<file path="src/csus_pkg.sv">
// Shared types and constants for the chip scale-up selector.
// Used by every module of the block; depends on nothing else.
`timescale 1ns / 1ps
`default_nettype none

package csus_pkg;

   localparam int FreqW  = 8;
   localparam int TimeW  = 31;
   localparam int PowerW = 12;
   localparam int IntvW  = 8;
   localparam int PosW   = 3;

   localparam int ReqDataW  = 120;
   localparam int RspDataW  = 8;
   localparam int CsrAddrW  = 3;
   localparam int CsrDataW  = 32;

   localparam logic [0:0] REG_MAX_SUPPLY_POWER    = 1'b0;
   localparam logic [0:0] REG_MIN_CHANGE_INTERVAL = 1'b1;

   localparam logic [PowerW-1:0] MAX_SUPPLY_POWER_RESET    = 12'd4095;
   localparam logic [IntvW-1:0]  MIN_CHANGE_INTERVAL_RESET = 8'd10;

   typedef struct packed {
      logic              present;
      logic [FreqW-1:0]  freq_code;
      logic [FreqW-1:0]  thermal_limit;
      logic [TimeW-1:0]  change_time;
      logic              aggressive;
      logic [TimeW-1:0]  time_now;
      logic              force_req;
      logic [PowerW-1:0] supply_power;
      logic [PowerW-1:0] loop_current;
      logic [PowerW-1:0] loop_current_limit;
      logic              last;
   } rec_type;

   typedef struct packed {
      logic [PowerW-1:0] max_supply_power;
      logic [IntvW-1:0]  min_change_interval;
   } cfg_type;

   typedef struct packed {
      logic            found;
      logic [PosW-1:0] chosen_position;
   } result_type;

endpackage

`default_nettype wire

</file>
<file path="src/chip_scale_up_selector_core.sv">
// Chip scale-up selector: scans the chip records of one power loop and
// picks the chip to step up. A record is held in the input register; the fold is
// combinational, and the result of the last record is registered as it advances.
// Throughput: one record per cycle, except while a last record waits on a full output.
// Reset (synchronous) clears both stages and the scan state and loads register defaults.
// Depends on csus_pkg, csus_csr, csus_in_stage and csus_fold.
`timescale 1ns / 1ps
`default_nettype none

module chip_scale_up_selector_core #(
   parameter int CHIPS_PER_LOOP = 8
) (
   input  wire                              clock,
   input  wire                              reset,
   // present, freq_code, thermal_limit, change_time, aggressive, time_now,
   // force_req, supply_power, loop_current, loop_current_limit, zero pad
   input  wire  [csus_pkg::ReqDataW-1:0]    req_tdata,
   input  wire                              req_tlast,
   input  wire                              req_tvalid,
   output logic                             req_tready,
   // found, chosen_position, zero pad
   output logic [csus_pkg::RspDataW-1:0]    rsp_tdata,
   output logic                             rsp_tvalid,
   input  wire                              rsp_tready,
   input  wire                              csr_psel,
   input  wire                              csr_penable,
   input  wire                              csr_pwrite,
   input  wire  [csus_pkg::CsrAddrW-1:0]    csr_paddr,
   input  wire  [csus_pkg::CsrDataW-1:0]    csr_pwdata,
   output logic [csus_pkg::CsrDataW-1:0]    csr_prdata,
   output logic                             csr_pready
);

   csus_pkg::cfg_type    cfg;
   csus_pkg::rec_type    rec_d, rec_q;
   csus_pkg::result_type result;
   logic                 s1_valid;
   logic                 out_free;
   logic                 advance;
   logic                 load;
   logic                 rsp_valid_ff, rsp_valid_in;
   csus_pkg::result_type rsp_ff, rsp_in;

   assign rec_d.present            = req_tdata[0];
   assign rec_d.freq_code          = req_tdata[8:1];
   assign rec_d.thermal_limit      = req_tdata[16:9];
   assign rec_d.change_time        = req_tdata[47:17];
   assign rec_d.aggressive         = req_tdata[48];
   assign rec_d.time_now           = req_tdata[79:49];
   assign rec_d.force_req          = req_tdata[80];
   assign rec_d.supply_power       = req_tdata[92:81];
   assign rec_d.loop_current       = req_tdata[104:93];
   assign rec_d.loop_current_limit = req_tdata[116:105];
   assign rec_d.last               = req_tlast;

   assign out_free   = !rsp_valid_ff || rsp_tready;
   assign advance    = s1_valid && (!rec_q.last || out_free);
   assign req_tready = !s1_valid || advance;
   assign load       = req_tvalid && req_tready;

   csus_csr u_csr (
      .clock       (clock),
      .reset       (reset),
      .csr_psel    (csr_psel),
      .csr_penable (csr_penable),
      .csr_pwrite  (csr_pwrite),
      .csr_paddr   (csr_paddr),
      .csr_pwdata  (csr_pwdata),
      .csr_prdata  (csr_prdata),
      .csr_pready  (csr_pready),
      .cfg         (cfg)
   );

   csus_in_stage u_in_stage (
      .clock   (clock),
      .reset   (reset),
      .load    (load),
      .advance (advance),
      .rec_d   (rec_d),
      .valid   (s1_valid),
      .rec_q   (rec_q)
   );

   csus_fold #(
      .CHIPS_PER_LOOP (CHIPS_PER_LOOP)
   ) u_fold (
      .clock   (clock),
      .reset   (reset),
      .advance (advance),
      .rec     (rec_q),
      .cfg     (cfg),
      .result  (result)
   );

   always_comb begin
      rsp_valid_in = rsp_valid_ff;
      rsp_in       = rsp_ff;
      if (rsp_valid_ff && rsp_tready) begin
         rsp_valid_in = 1'b0;
      end
      if (advance && rec_q.last) begin
         rsp_valid_in = 1'b1;
         rsp_in       = result;
      end
   end

   always_ff @(posedge clock) begin
      if (reset) begin
         rsp_valid_ff <= 1'b0;
      end else begin
         rsp_valid_ff <= rsp_valid_in;
      end
   end

   always_ff @(posedge clock) begin
      rsp_ff <= rsp_in;
   end

   assign rsp_tvalid = rsp_valid_ff;
   assign rsp_tdata  = {4'b0000, rsp_ff.chosen_position, rsp_ff.found};

endmodule

`default_nettype wire

</file>
<file path="src/csus_csr.sv">
// Configuration registers of the chip scale-up selector, APB-style port.
// Depends on csus_pkg.
`timescale 1ns / 1ps
`default_nettype none

module csus_csr (
   input  wire                               clock,
   input  wire                               reset,
   input  wire                               csr_psel,
   input  wire                               csr_penable,
   input  wire                               csr_pwrite,
   input  wire  [csus_pkg::CsrAddrW-1:0]     csr_paddr,
   input  wire  [csus_pkg::CsrDataW-1:0]     csr_pwdata,
   output logic [csus_pkg::CsrDataW-1:0]     csr_prdata,
   output logic                              csr_pready,
   output csus_pkg::cfg_type                 cfg
);

   csus_pkg::cfg_type cfg_ff, cfg_in;
   logic              wr_en;
   logic [0:0]        reg_idx;

   assign reg_idx    = csr_paddr[2:2];
   assign wr_en      = csr_psel & csr_penable & csr_pwrite & csr_pready;
   assign csr_pready = 1'b1;
   assign cfg        = cfg_ff;

   always_comb begin
      cfg_in = cfg_ff;
      if (wr_en) begin
         case (reg_idx)
            csus_pkg::REG_MAX_SUPPLY_POWER: begin
               cfg_in.max_supply_power = csr_pwdata[csus_pkg::PowerW-1:0];
            end
            csus_pkg::REG_MIN_CHANGE_INTERVAL: begin
               cfg_in.min_change_interval = csr_pwdata[csus_pkg::IntvW-1:0];
            end
            default: begin
               cfg_in = cfg_ff;
            end
         endcase
      end
   end

   always_comb begin
      case (reg_idx)
         csus_pkg::REG_MAX_SUPPLY_POWER: begin
            csr_prdata = {{(csus_pkg::CsrDataW-csus_pkg::PowerW){1'b0}},
                          cfg_ff.max_supply_power};
         end
         csus_pkg::REG_MIN_CHANGE_INTERVAL: begin
            csr_prdata = {{(csus_pkg::CsrDataW-csus_pkg::IntvW){1'b0}},
                          cfg_ff.min_change_interval};
         end
         default: begin
            csr_prdata = '0;
         end
      endcase
   end

   always_ff @(posedge clock) begin
      if (reset) begin
         cfg_ff.max_supply_power    <= csus_pkg::MAX_SUPPLY_POWER_RESET;
         cfg_ff.min_change_interval <= csus_pkg::MIN_CHANGE_INTERVAL_RESET;
      end else begin
         cfg_ff <= cfg_in;
      end
   end

endmodule

`default_nettype wire

</file>
<file path="src/csus_in_stage.sv">
// Input register of the chip scale-up selector: holds one chip record.
// Depends on csus_pkg.
`timescale 1ns / 1ps
`default_nettype none

module csus_in_stage (
   input  wire                clock,
   input  wire                reset,
   input  wire                load,
   input  wire                advance,
   input  csus_pkg::rec_type  rec_d,
   output logic               valid,
   output csus_pkg::rec_type  rec_q
);

   logic              valid_ff, valid_in;
   csus_pkg::rec_type rec_ff, rec_in;

   always_comb begin
      valid_in = valid_ff;
      rec_in   = rec_ff;
      if (load) begin
         valid_in = 1'b1;
         rec_in   = rec_d;
      end else if (advance) begin
         valid_in = 1'b0;
      end
   end

   always_ff @(posedge clock) begin
      if (reset) begin
         valid_ff <= 1'b0;
      end else begin
         valid_ff <= valid_in;
      end
   end

   always_ff @(posedge clock) begin
      rec_ff <= rec_in;
   end

   assign valid = valid_ff;
   assign rec_q = rec_ff;

endmodule

`default_nettype wire

</file>
<file path="src/csus_fold.sv">
// Qualification check and best-chip fold of the chip scale-up selector.
// Keeps the scan state; depends on csus_pkg.
`timescale 1ns / 1ps
`default_nettype none

module csus_fold #(
   parameter int CHIPS_PER_LOOP = 8
) (
   input  wire                  clock,
   input  wire                  reset,
   input  wire                  advance,
   input  csus_pkg::rec_type    rec,
   input  csus_pkg::cfg_type    cfg,
   output csus_pkg::result_type result
);

   // Positions are kept modulo 8, so a longer loop wraps the counter at 8.
   localparam int WrapLen = (CHIPS_PER_LOOP > (1 << csus_pkg::PosW)) ?
                            (1 << csus_pkg::PosW) : CHIPS_PER_LOOP;
   localparam logic [csus_pkg::PosW-1:0] PosLast = csus_pkg::PosW'(WrapLen - 1);

   logic [csus_pkg::PosW-1:0]  pos_ff, pos_in;
   logic                       best_valid_ff, best_valid_in;
   logic [csus_pkg::PosW-1:0]  best_position_ff, best_position_in;
   logic [csus_pkg::FreqW-1:0] best_freq_ff, best_freq_in;
   logic [csus_pkg::TimeW-1:0] best_time_ff, best_time_in;
   logic                       best_aggressive_ff, best_aggressive_in;

   logic [csus_pkg::TimeW:0]       age;
   logic                           qualify;
   logic                           take;
   logic                           upd_valid;
   logic [csus_pkg::PosW-1:0]      upd_position;
   logic [csus_pkg::FreqW-1:0]     upd_freq;
   logic [csus_pkg::TimeW-1:0]     upd_time;
   logic                           upd_aggressive;

   assign age     = {1'b0, rec.time_now} - {1'b0, rec.change_time};

   always_comb begin
      qualify = rec.present;
      if (rec.freq_code >= rec.thermal_limit) begin
         qualify = 1'b0;
      end
      if (age[csus_pkg::TimeW] ||
          (age[csus_pkg::TimeW-1:0] <
           {{(csus_pkg::TimeW-csus_pkg::IntvW){1'b0}}, cfg.min_change_interval})) begin
         qualify = 1'b0;
      end
      if (!rec.force_req) begin
         if (rec.supply_power >= cfg.max_supply_power) begin
            qualify = 1'b0;
         end
         if (rec.loop_current > rec.loop_current_limit) begin
            qualify = 1'b0;
         end
      end
   end

   always_comb begin
      if (!best_valid_ff) begin
         take = 1'b1;
      end else if (best_aggressive_ff) begin
         take = 1'b0;
      end else if (rec.aggressive) begin
         take = 1'b1;
      end else if (rec.change_time != best_time_ff) begin
         take = rec.change_time < best_time_ff;
      end else begin
         take = rec.freq_code < best_freq_ff;
      end
   end

   always_comb begin
      upd_valid      = best_valid_ff;
      upd_position   = best_position_ff;
      upd_freq       = best_freq_ff;
      upd_time       = best_time_ff;
      upd_aggressive = best_aggressive_ff;
      if (qualify && take) begin
         upd_valid      = 1'b1;
         upd_position   = pos_ff;
         upd_freq       = rec.freq_code;
         upd_time       = rec.change_time;
         upd_aggressive = rec.aggressive;
      end
   end

   assign result.found           = upd_valid;
   assign result.chosen_position = upd_valid ? upd_position : '0;

   always_comb begin
      pos_in             = pos_ff;
      best_valid_in      = best_valid_ff;
      best_position_in   = best_position_ff;
      best_freq_in       = best_freq_ff;
      best_time_in       = best_time_ff;
      best_aggressive_in = best_aggressive_ff;
      if (advance) begin
         if (rec.last) begin
            pos_in             = '0;
            best_valid_in      = 1'b0;
            best_position_in   = '0;
            best_freq_in       = '0;
            best_time_in       = '0;
            best_aggressive_in = 1'b0;
         end else begin
            pos_in             = (pos_ff == PosLast) ? '0 : pos_ff + 1'b1;
            best_valid_in      = upd_valid;
            best_position_in   = upd_position;
            best_freq_in       = upd_freq;
            best_time_in       = upd_time;
            best_aggressive_in = upd_aggressive;
         end
      end
   end

   always_ff @(posedge clock) begin
      if (reset) begin
         pos_ff             <= '0;
         best_valid_ff      <= 1'b0;
         best_position_ff   <= '0;
         best_freq_ff       <= '0;
         best_time_ff       <= '0;
         best_aggressive_ff <= 1'b0;
      end else begin
         pos_ff             <= pos_in;
         best_valid_ff      <= best_valid_in;
         best_position_ff   <= best_position_in;
         best_freq_ff       <= best_freq_in;
         best_time_ff       <= best_time_in;
         best_aggressive_ff <= best_aggressive_in;
      end
   end

endmodule

`default_nettype wire
</file>
<file path="config.mk">
export PLATFORM = sky130hd
export DESIGN_NAME = chip_scale_up_selector_core
export DESIGN_NICKNAME = d
export VERILOG_FILES = /design/src/csus_pkg.sv /design/src/chip_scale_up_selector_core.sv /design/src/csus_csr.sv /design/src/csus_in_stage.sv /design/src/csus_fold.sv
export SDC_FILE = /design/constraint.sdc
export NUM_CORES = 1
export LEC_CHECK = 0
export ABC_AREA = 0
export BUFFER_PORTS_ARGS = -buffer_cell sky130_fd_sc_hd__buf_2
export CAP_MARGIN = 20
export CORE_ASPECT_RATIO = 2
export CORE_MARGIN = 4
export CORE_UTILIZATION = 56
export CTS_CLUSTER_SIZE = 24
export DETAILED_ROUTE_END_ITERATION = 12
export GPL_ROUTABILITY_DRIVEN = 1
export MAX_ROUTING_LAYER = met4
export PLACE_DENSITY = 0.78
export SYNTH_ARGS = -nofsm -noshare
export SYNTH_HDL_FRONTEND = slang
export SYNTH_SLANG_ARGS = --single-unit
</file>
<file path="constraint.sdc">
create_clock -name clock -period 9.9 [get_ports clock]
set_input_delay 0.99 -clock clock [delete_from_list [all_inputs] [get_ports clock]]
set_output_delay 0.99 -clock clock [all_outputs]
set_load 0.02 [all_outputs]
</file>
After elaboration in Yosys (flattened, before gate mapping)

Cells that the tools add are included.

Register bits after elaboration: 191
Input port bits: 163
Logic and storage cells: 80

Add/subtract/negate cells: 2
Magnitude comparators: 6
Eq/ne operators: 2
Multiplexer cells: 26
Bitwise gates (word level): 3
Reduce and logical (&&, ||, !) cells: 18

Operators by type and width:

| cell                                                           | number |
|---|---|
| 32-bit case mux with 2 select lines                            | 1 |
| 31-bit two-way mux                                             | 2 |
| 31-bit by 31-bit subtractor with 32-bit output                 | 1 |
| 31-bit less-than comparator                                    | 1 |
| 31-bit by 8-bit less-than comparator with 1-bit output         | 1 |
| 31-bit != test                                                 | 1 |
| 1-bit two-way mux                                              | 17 |
| 8-bit two-way mux                                              | 2 |
| 12-bit >= comparator                                           | 1 |
| 12-bit greater-than comparator                                 | 1 |
| 3-bit two-way mux                                              | 4 |
| 8-bit >= comparator                                            | 1 |
| 8-bit less-than comparator                                     | 1 |
| 2-bit AND reduction                                            | 3 |
| 2-bit nonzero test                                             | 3 |
| 1-bit logical AND                                              | 5 |
| 1-bit logical OR                                               | 4 |
| 3-bit by 1-bit adder with 3-bit output (second input constant) | 1 |
| 3-bit == test (second input constant)                          | 1 |
| 1-bit logical NOT                                              | 3 |
| 1-bit AND                                                      | 2 |
| 1-bit NOT                                                      | 1 |

Logic depth before layout (Yosys ltp)

Depth after elaboration: 10
Mapped depth: 21
Depth with buffers taken out: 18

Hierarchy

Synthesis repeated with hierarchy kept, for this count alone.

Cell total of the unflattened synthesis: 1,170
Area, all modules: 11,815.1 µm²

By module, submodules not included:

| module                      | instances | cells an instance | area an instance (µm²) |
|---|---|---|---|
| csus_fold                   | 1         | 907               | 6,875.3 |
| csus_in_stage               | 1         | 122               | 3,582.2 |
| csus_csr                    | 1         | 123               | 1,114.8 |
| chip_scale_up_selector_core | 1         | 18                | 242.7 |

Least setup slack after synthesis

OpenSTA, ideal clock, no wires.

Kind: input to register
Start point: in rsp_tready
End point: reg u_in_stage.rec_ff (netlist bit u_in_stage.rec_q[0]) (enable)
Arrival time: 6.963 ns
Slack: 2.272 ns
Stages: 2
Path buffers: 0
Cells stage by stage: nor2b_1 -> a31oi_1

Longest elaborated chain between the ends: 5

Ends and longest elaborated chain:

| element              | line                              | RTL |
|---|---|---|
| start, declared      | chip_scale_up_selector_core.sv:24 | `input wire rsp_tready,` |
| 1-bit logical OR     | chip_scale_up_selector_core.sv:56 | `assign out_free = !rsp_valid_ff \|\| rsp_tready;` |
| 1-bit logical OR     | chip_scale_up_selector_core.sv:57 | `assign advance = s1_valid && (!rec_q.last \|\| out_free);` |
| 1-bit logical AND    | chip_scale_up_selector_core.sv:57 |  |
| 1-bit logical OR     | chip_scale_up_selector_core.sv:58 | `assign req_tready = !s1_valid \|\| advance;` |
| 1-bit logical AND    | chip_scale_up_selector_core.sv:59 | `assign load = req_tvalid && req_tready;` |
| via load             | chip_scale_up_selector_core.sv:40 | `logic load;` |
| end signal, assigned | csus_in_stage.sv:39               | `rec_ff <= rec_in;` |
| end, declared        | csus_in_stage.sv:17               | `csus_pkg::rec_type rec_ff, rec_in;` |

The timed path passes the listed nets, and every way through them passes these cells.
A chain may end at the register's enable or synchronous reset.

Final worst setup path

Start point: reg u_in_stage.rec_ff (netlist bit u_in_stage.rec_q[70])
End point: reg u_fold.best_position_ff[0] (netlist bit)

Longest elaborated chain between the ends: 10
Elaborated cells between the ends (all ways): 16
Those cells by class: add/sub: 1; order compare: 2; eq/ne: 1; mux: 10; reduce/logical: 2

Ends and longest elaborated chain:

| element                                                | line             | RTL |
|---|---|---|
| 31-bit by 31-bit subtractor with 32-bit output         | csus_fold.sv:38  | `assign age = {1'b0, rec.time_now} - {1'b0, rec.change_time};` |
| 31-bit by 8-bit less-than comparator with 1-bit output | csus_fold.sv:46  | `(age[csus_pkg::TimeW-1:0] <` |
| 1-bit logical OR                                       | csus_fold.sv:45  | `if (age[csus_pkg::TimeW] \|\|` |
| 1-bit two-way mux                                      | csus_fold.sv:45  |  |
| 1-bit two-way mux                                      | csus_fold.sv:51  | `if (rec.supply_power >= cfg.max_supply_power) begin` |
| 1-bit two-way mux                                      | csus_fold.sv:54  | `if (rec.loop_current > rec.loop_current_limit) begin` |
| 1-bit two-way mux                                      | csus_fold.sv:50  | `if (!rec.force_req) begin` |
| 1-bit logical AND (*)                                  | csus_fold.sv:80  | `if (qualify && take) begin` |
| 3-bit two-way mux (*)                                  | csus_fold.sv:80  |  |
| 3-bit two-way mux (*)                                  | csus_fold.sv:100 | `if (rec.last) begin` |
| end signal, assigned                                   | csus_fold.sv:129 | `best_position_ff <= best_position_in;` |
| end, declared                                          | csus_fold.sv:24  | `logic [csus_pkg::PosW-1:0] best_position_ff, best_position_in;` |

Every way passes the cells marked *; elsewhere a longest branch is shown, timed or not.

==> results_dict.tcl <==
set metrics [dict create \
    gp_congestion 0.933 \
    final.setup.worst_slack_ns 5.08 \
    yosys-top-cells-count "nand2_1, inv_1, edfxtp_1, ha_1" \
    num_antenna_cells 0 \
    setup_viol 0 \
    yosysTopAreaCell "edfxtp_1" \
    final.setup.tns_ns 0 \
    drtIter0Drc 372 \
    crit_end "u_fold.best_position_ff[0]" \
    hold_viol 0 \
    ys_top_cells_by_area "edfxtp_1, dfxtp_1, ha_1, nand2_1, inv_1" \
    wl_per_cell_um 17.7 \
    max_freq_ghz 0.207 \
    crit_fanout 43 \
    ys_warn_count 0 \
    p_leak_nw 5.23 \
    hold_path_class "register to register" \
    crit_start "u_in_stage.rec_q[70]" \
    cts_setup_buffers 0 \
    synth_flop_cell "edfxtp_1" \
    routed_wl_mm 26.4 \
    die_x_um 107 \
    netlist_area_um2 10900 \
    synthMostInstantiatedCell "nand2_1" \
    grt_pass1_wl_mm 41.6 \
    cap_violations 0 \
    synth_top_cell_area_share 0.337 \
    cts_tree "done" \
    timing.rr.start "u_in_stage.rec_q[70]" \
    ant_nets 0 \
    required_ns 10.24 \
    grt_pass1_vias 8574 \
    vias 8402 \
    wl_met1_mm 8.99 \
    synth_compound_area_frac 0.152 \
    cts_resized 0 \
    drc 0 \
    status "finished clean" \
    rsz0062_at_grt "false" \
    clkLatencyLatePin_ns 0.44 \
    r2r_end "u_fold.best_position_ff[0]" \
    startpoint_type "register" \
    wl_met3_mm 1.13 \
    worstMarginPinSlew_ns 0.876 \
    ir_drop_mv 0.199 \
    cp-end-kind "register" \
    fin_nets 1500 \
    max_slew_margin 0.416 \
    crit_arrival_ns 5.16 \
    holdCritStartpoint "u_fold.best_time_ff[11]" \
    grt_usage 0.255 \
    grt_max_degree 72 \
    async_flop_share 0 \
    row_count 71 \
    met2WireLength_mm 14.7 \
    clockBufferDepth 2 \
    muxShareOfSynthArea 0.0389 \
    ys_types 74 \
    final_layout_size_suffix_gt1_frac 0.172 \
    hold-path-cell-count 2 \
    cts.sinks 191 \
    h-tree-depth 4 \
    synth_adder_area_share 0.128 \
    synthSimpleGateAreaFrac 0.129 \
    ys_ff_latch 191 \
    via_per_inst 5.62 \
    numCtsBuffers 17 \
    holdBufCountCts 0 \
    r2r_cells 17 \
    clkTransAtPathRegs_ns 0.07 \
    worst-setup-path-type "register to register" \
    grt_antenna_before_repair 0 \
    clock-root-buffer "clkbuf_16" \
    die_area_um2 21800 \
    synth-xor-area-share 0.00725 \
    final.setup_skew_ns 0.0127 \
    synthCells 1081 \
    r2r_slack_ns 5.08 \
    area_growth_pct 13.5 \
    dp_slack_ns 5.08 \
    power.density_nw_per_um2 156 \
    timing.final.crit_period_ns 4.82 \
    die_y_um 205 \
    dp_hpwl_mm 20.6 \
    coreArea_um2 18900 \
    grt.overflow.total 0 \
    portBuffers 155 \
    synth_top_family_by_area "compound AO/OA/AOI/OAI gates" \
    slew_viol_final 0 \
    start_util 0.575 \
    firstDrtPassIters 5 \
    final.period_utilization 0.487 \
    io_pins 206 \
    synth-edff-count 122 \
    syn_avg_cell_area_um2 10.1 \
    top_layer_used "met4" \
    seq_area_frac_synth 0.464 \
]
[worst min path at each step]
| stage | end | slack (ns) |
|---|---|---|
| 6_report | u_fold.best_time_ff[11] | 0.46 |
| 5_1_grt | u_fold.best_freq_ff[7] | 0.47 |
| 4_1_cts | u_fold.best_time_ff[11] | 0.46 |
| 3_5_place_dp | u_fold.best_freq_ff[7] | 0.45 |
| 3_3_place_gp | u_fold.best_time_ff[1] | 0.44 |
| 2_1_floorplan | u_fold.best_aggressive_ff | 0.43 |
[flip-flops by register name, indices dropped and copies added (netlist names)]
| signal | flops |
|---|---|
| u_in_stage.valid | 1 |
| u_fold.best_valid_ff | 1 |
| u_fold.best_freq_ff | 8 |
| u_fold.pos_ff | 3 |
| rsp_tdata | 4 |
| u_fold.best_aggressive_ff | 1 |
| u_fold.best_position_ff | 3 |
| u_fold.best_time_ff | 31 |
| u_in_stage.rec_q | 118 |
| u_csr.cfg | 20 |
| rsp_tvalid | 1 |
[power breakdown]
part	total, W	internal (W)	switching [W]
registers	0.000903	0.000883	0.0000197
clock network	0.000719	0.000405	0.000314
logic	0.000302	0.000117	0.000185
total	0.00192	0.00141	0.000519
[worst max-delay path, cell delays in order (launching register included)]
cell,delay [ns]
edfxtp_1,0.45
ha_1,0.24
fa_1,0.40
and2b_1,0.25
o2111a_1,0.28
nor2_1,0.08
xnor2_1,0.16
ha_1,0.27
a21o_1,0.19
a32oi_1,0.14
o21ai_0,0.10
nor3_1,0.18
nand4_1,0.12
a2111oi_0,0.32
nand4_1,0.19
or4_4,0.52
and3_4,0.43
a311o_1,0.40
[placed cells by master (no fill, tap or decap), types with 5 or more instances in the layout]
cell,Yosys,final
nand2_1,142,142
nand4_1,16,16
buf_4,25,5
o22ai_1,5,5
ha_1,110,110
o21ai_1,5,5
a211o_1,16,16
mux2i_1,40,40
conb_1,2,25
nor4_1,5,5
a21o_1,29,29
o211ai_1,10,10
clkbuf_16,0,20
o21ai_0,38,38
inv_1,127,127
nor3_1,17,17
buf_2,6,155
and2_1,8,8
nor2_1,56,54
a211oi_1,6,6
nand2b_1,10,10
a31oi_1,7,6
nor2b_1,8,8
edfxtp_1,122,122
nand3_1,13,13
o21a_1,12,12
dfxtp_1,69,69
a21oi_1,69,69
xnor2_1,5,5
[per-layer routing]
metal | vias up | track usage
met5 | - | -
met4 | 0 | 0.151
met3 | 86 | 0.0467
met2 | 256 | 0.480
met1 | 3966 | 0.232
li1 | 4094 | -
[per-stage QoR]
step / util / instance area [um2] / hold slack, ns / std cells / total power (W)
after detailed placement: 0.619 / 11700 / 0.449 / 1462 / 0.00122
after global placement: 0.619 / 11700 / 0.442 / 1462 / 0.00121
final: 0.652 / 12300 / 0.456 / 1494 / 0.00192
after CTS: 0.652 / 12300 / 0.459 / 1494 / 0.00194
after global routing: 0.652 / 12300 / 0.474 / 1494 / 0.00201
after floorplan: - / 11000 / 0.434 / 1104 / 0.00113
[cells by family after synthesis]
family                     Yosys count
other                                2
DFF                                191
adders and majority gates          111
and+or+nand+nor                    301
buffers and inverters              184
muxes                               42
AOI/OAI and AO/OA                  241
xor gates and xnor gates             9
[final cells by class]
type | instances | area (um2)
clock inverters | 11 | 110
inverters | 127 | 477
multi-input cells | 729 | 5060
fillers | 1589 | 6580
clock buffers | 21 | 514
repair buffers | 160 | 813
well taps | 255 | 319
flip-flops and latches | 191 | 5040
Power figures use the tool's default switching activity.
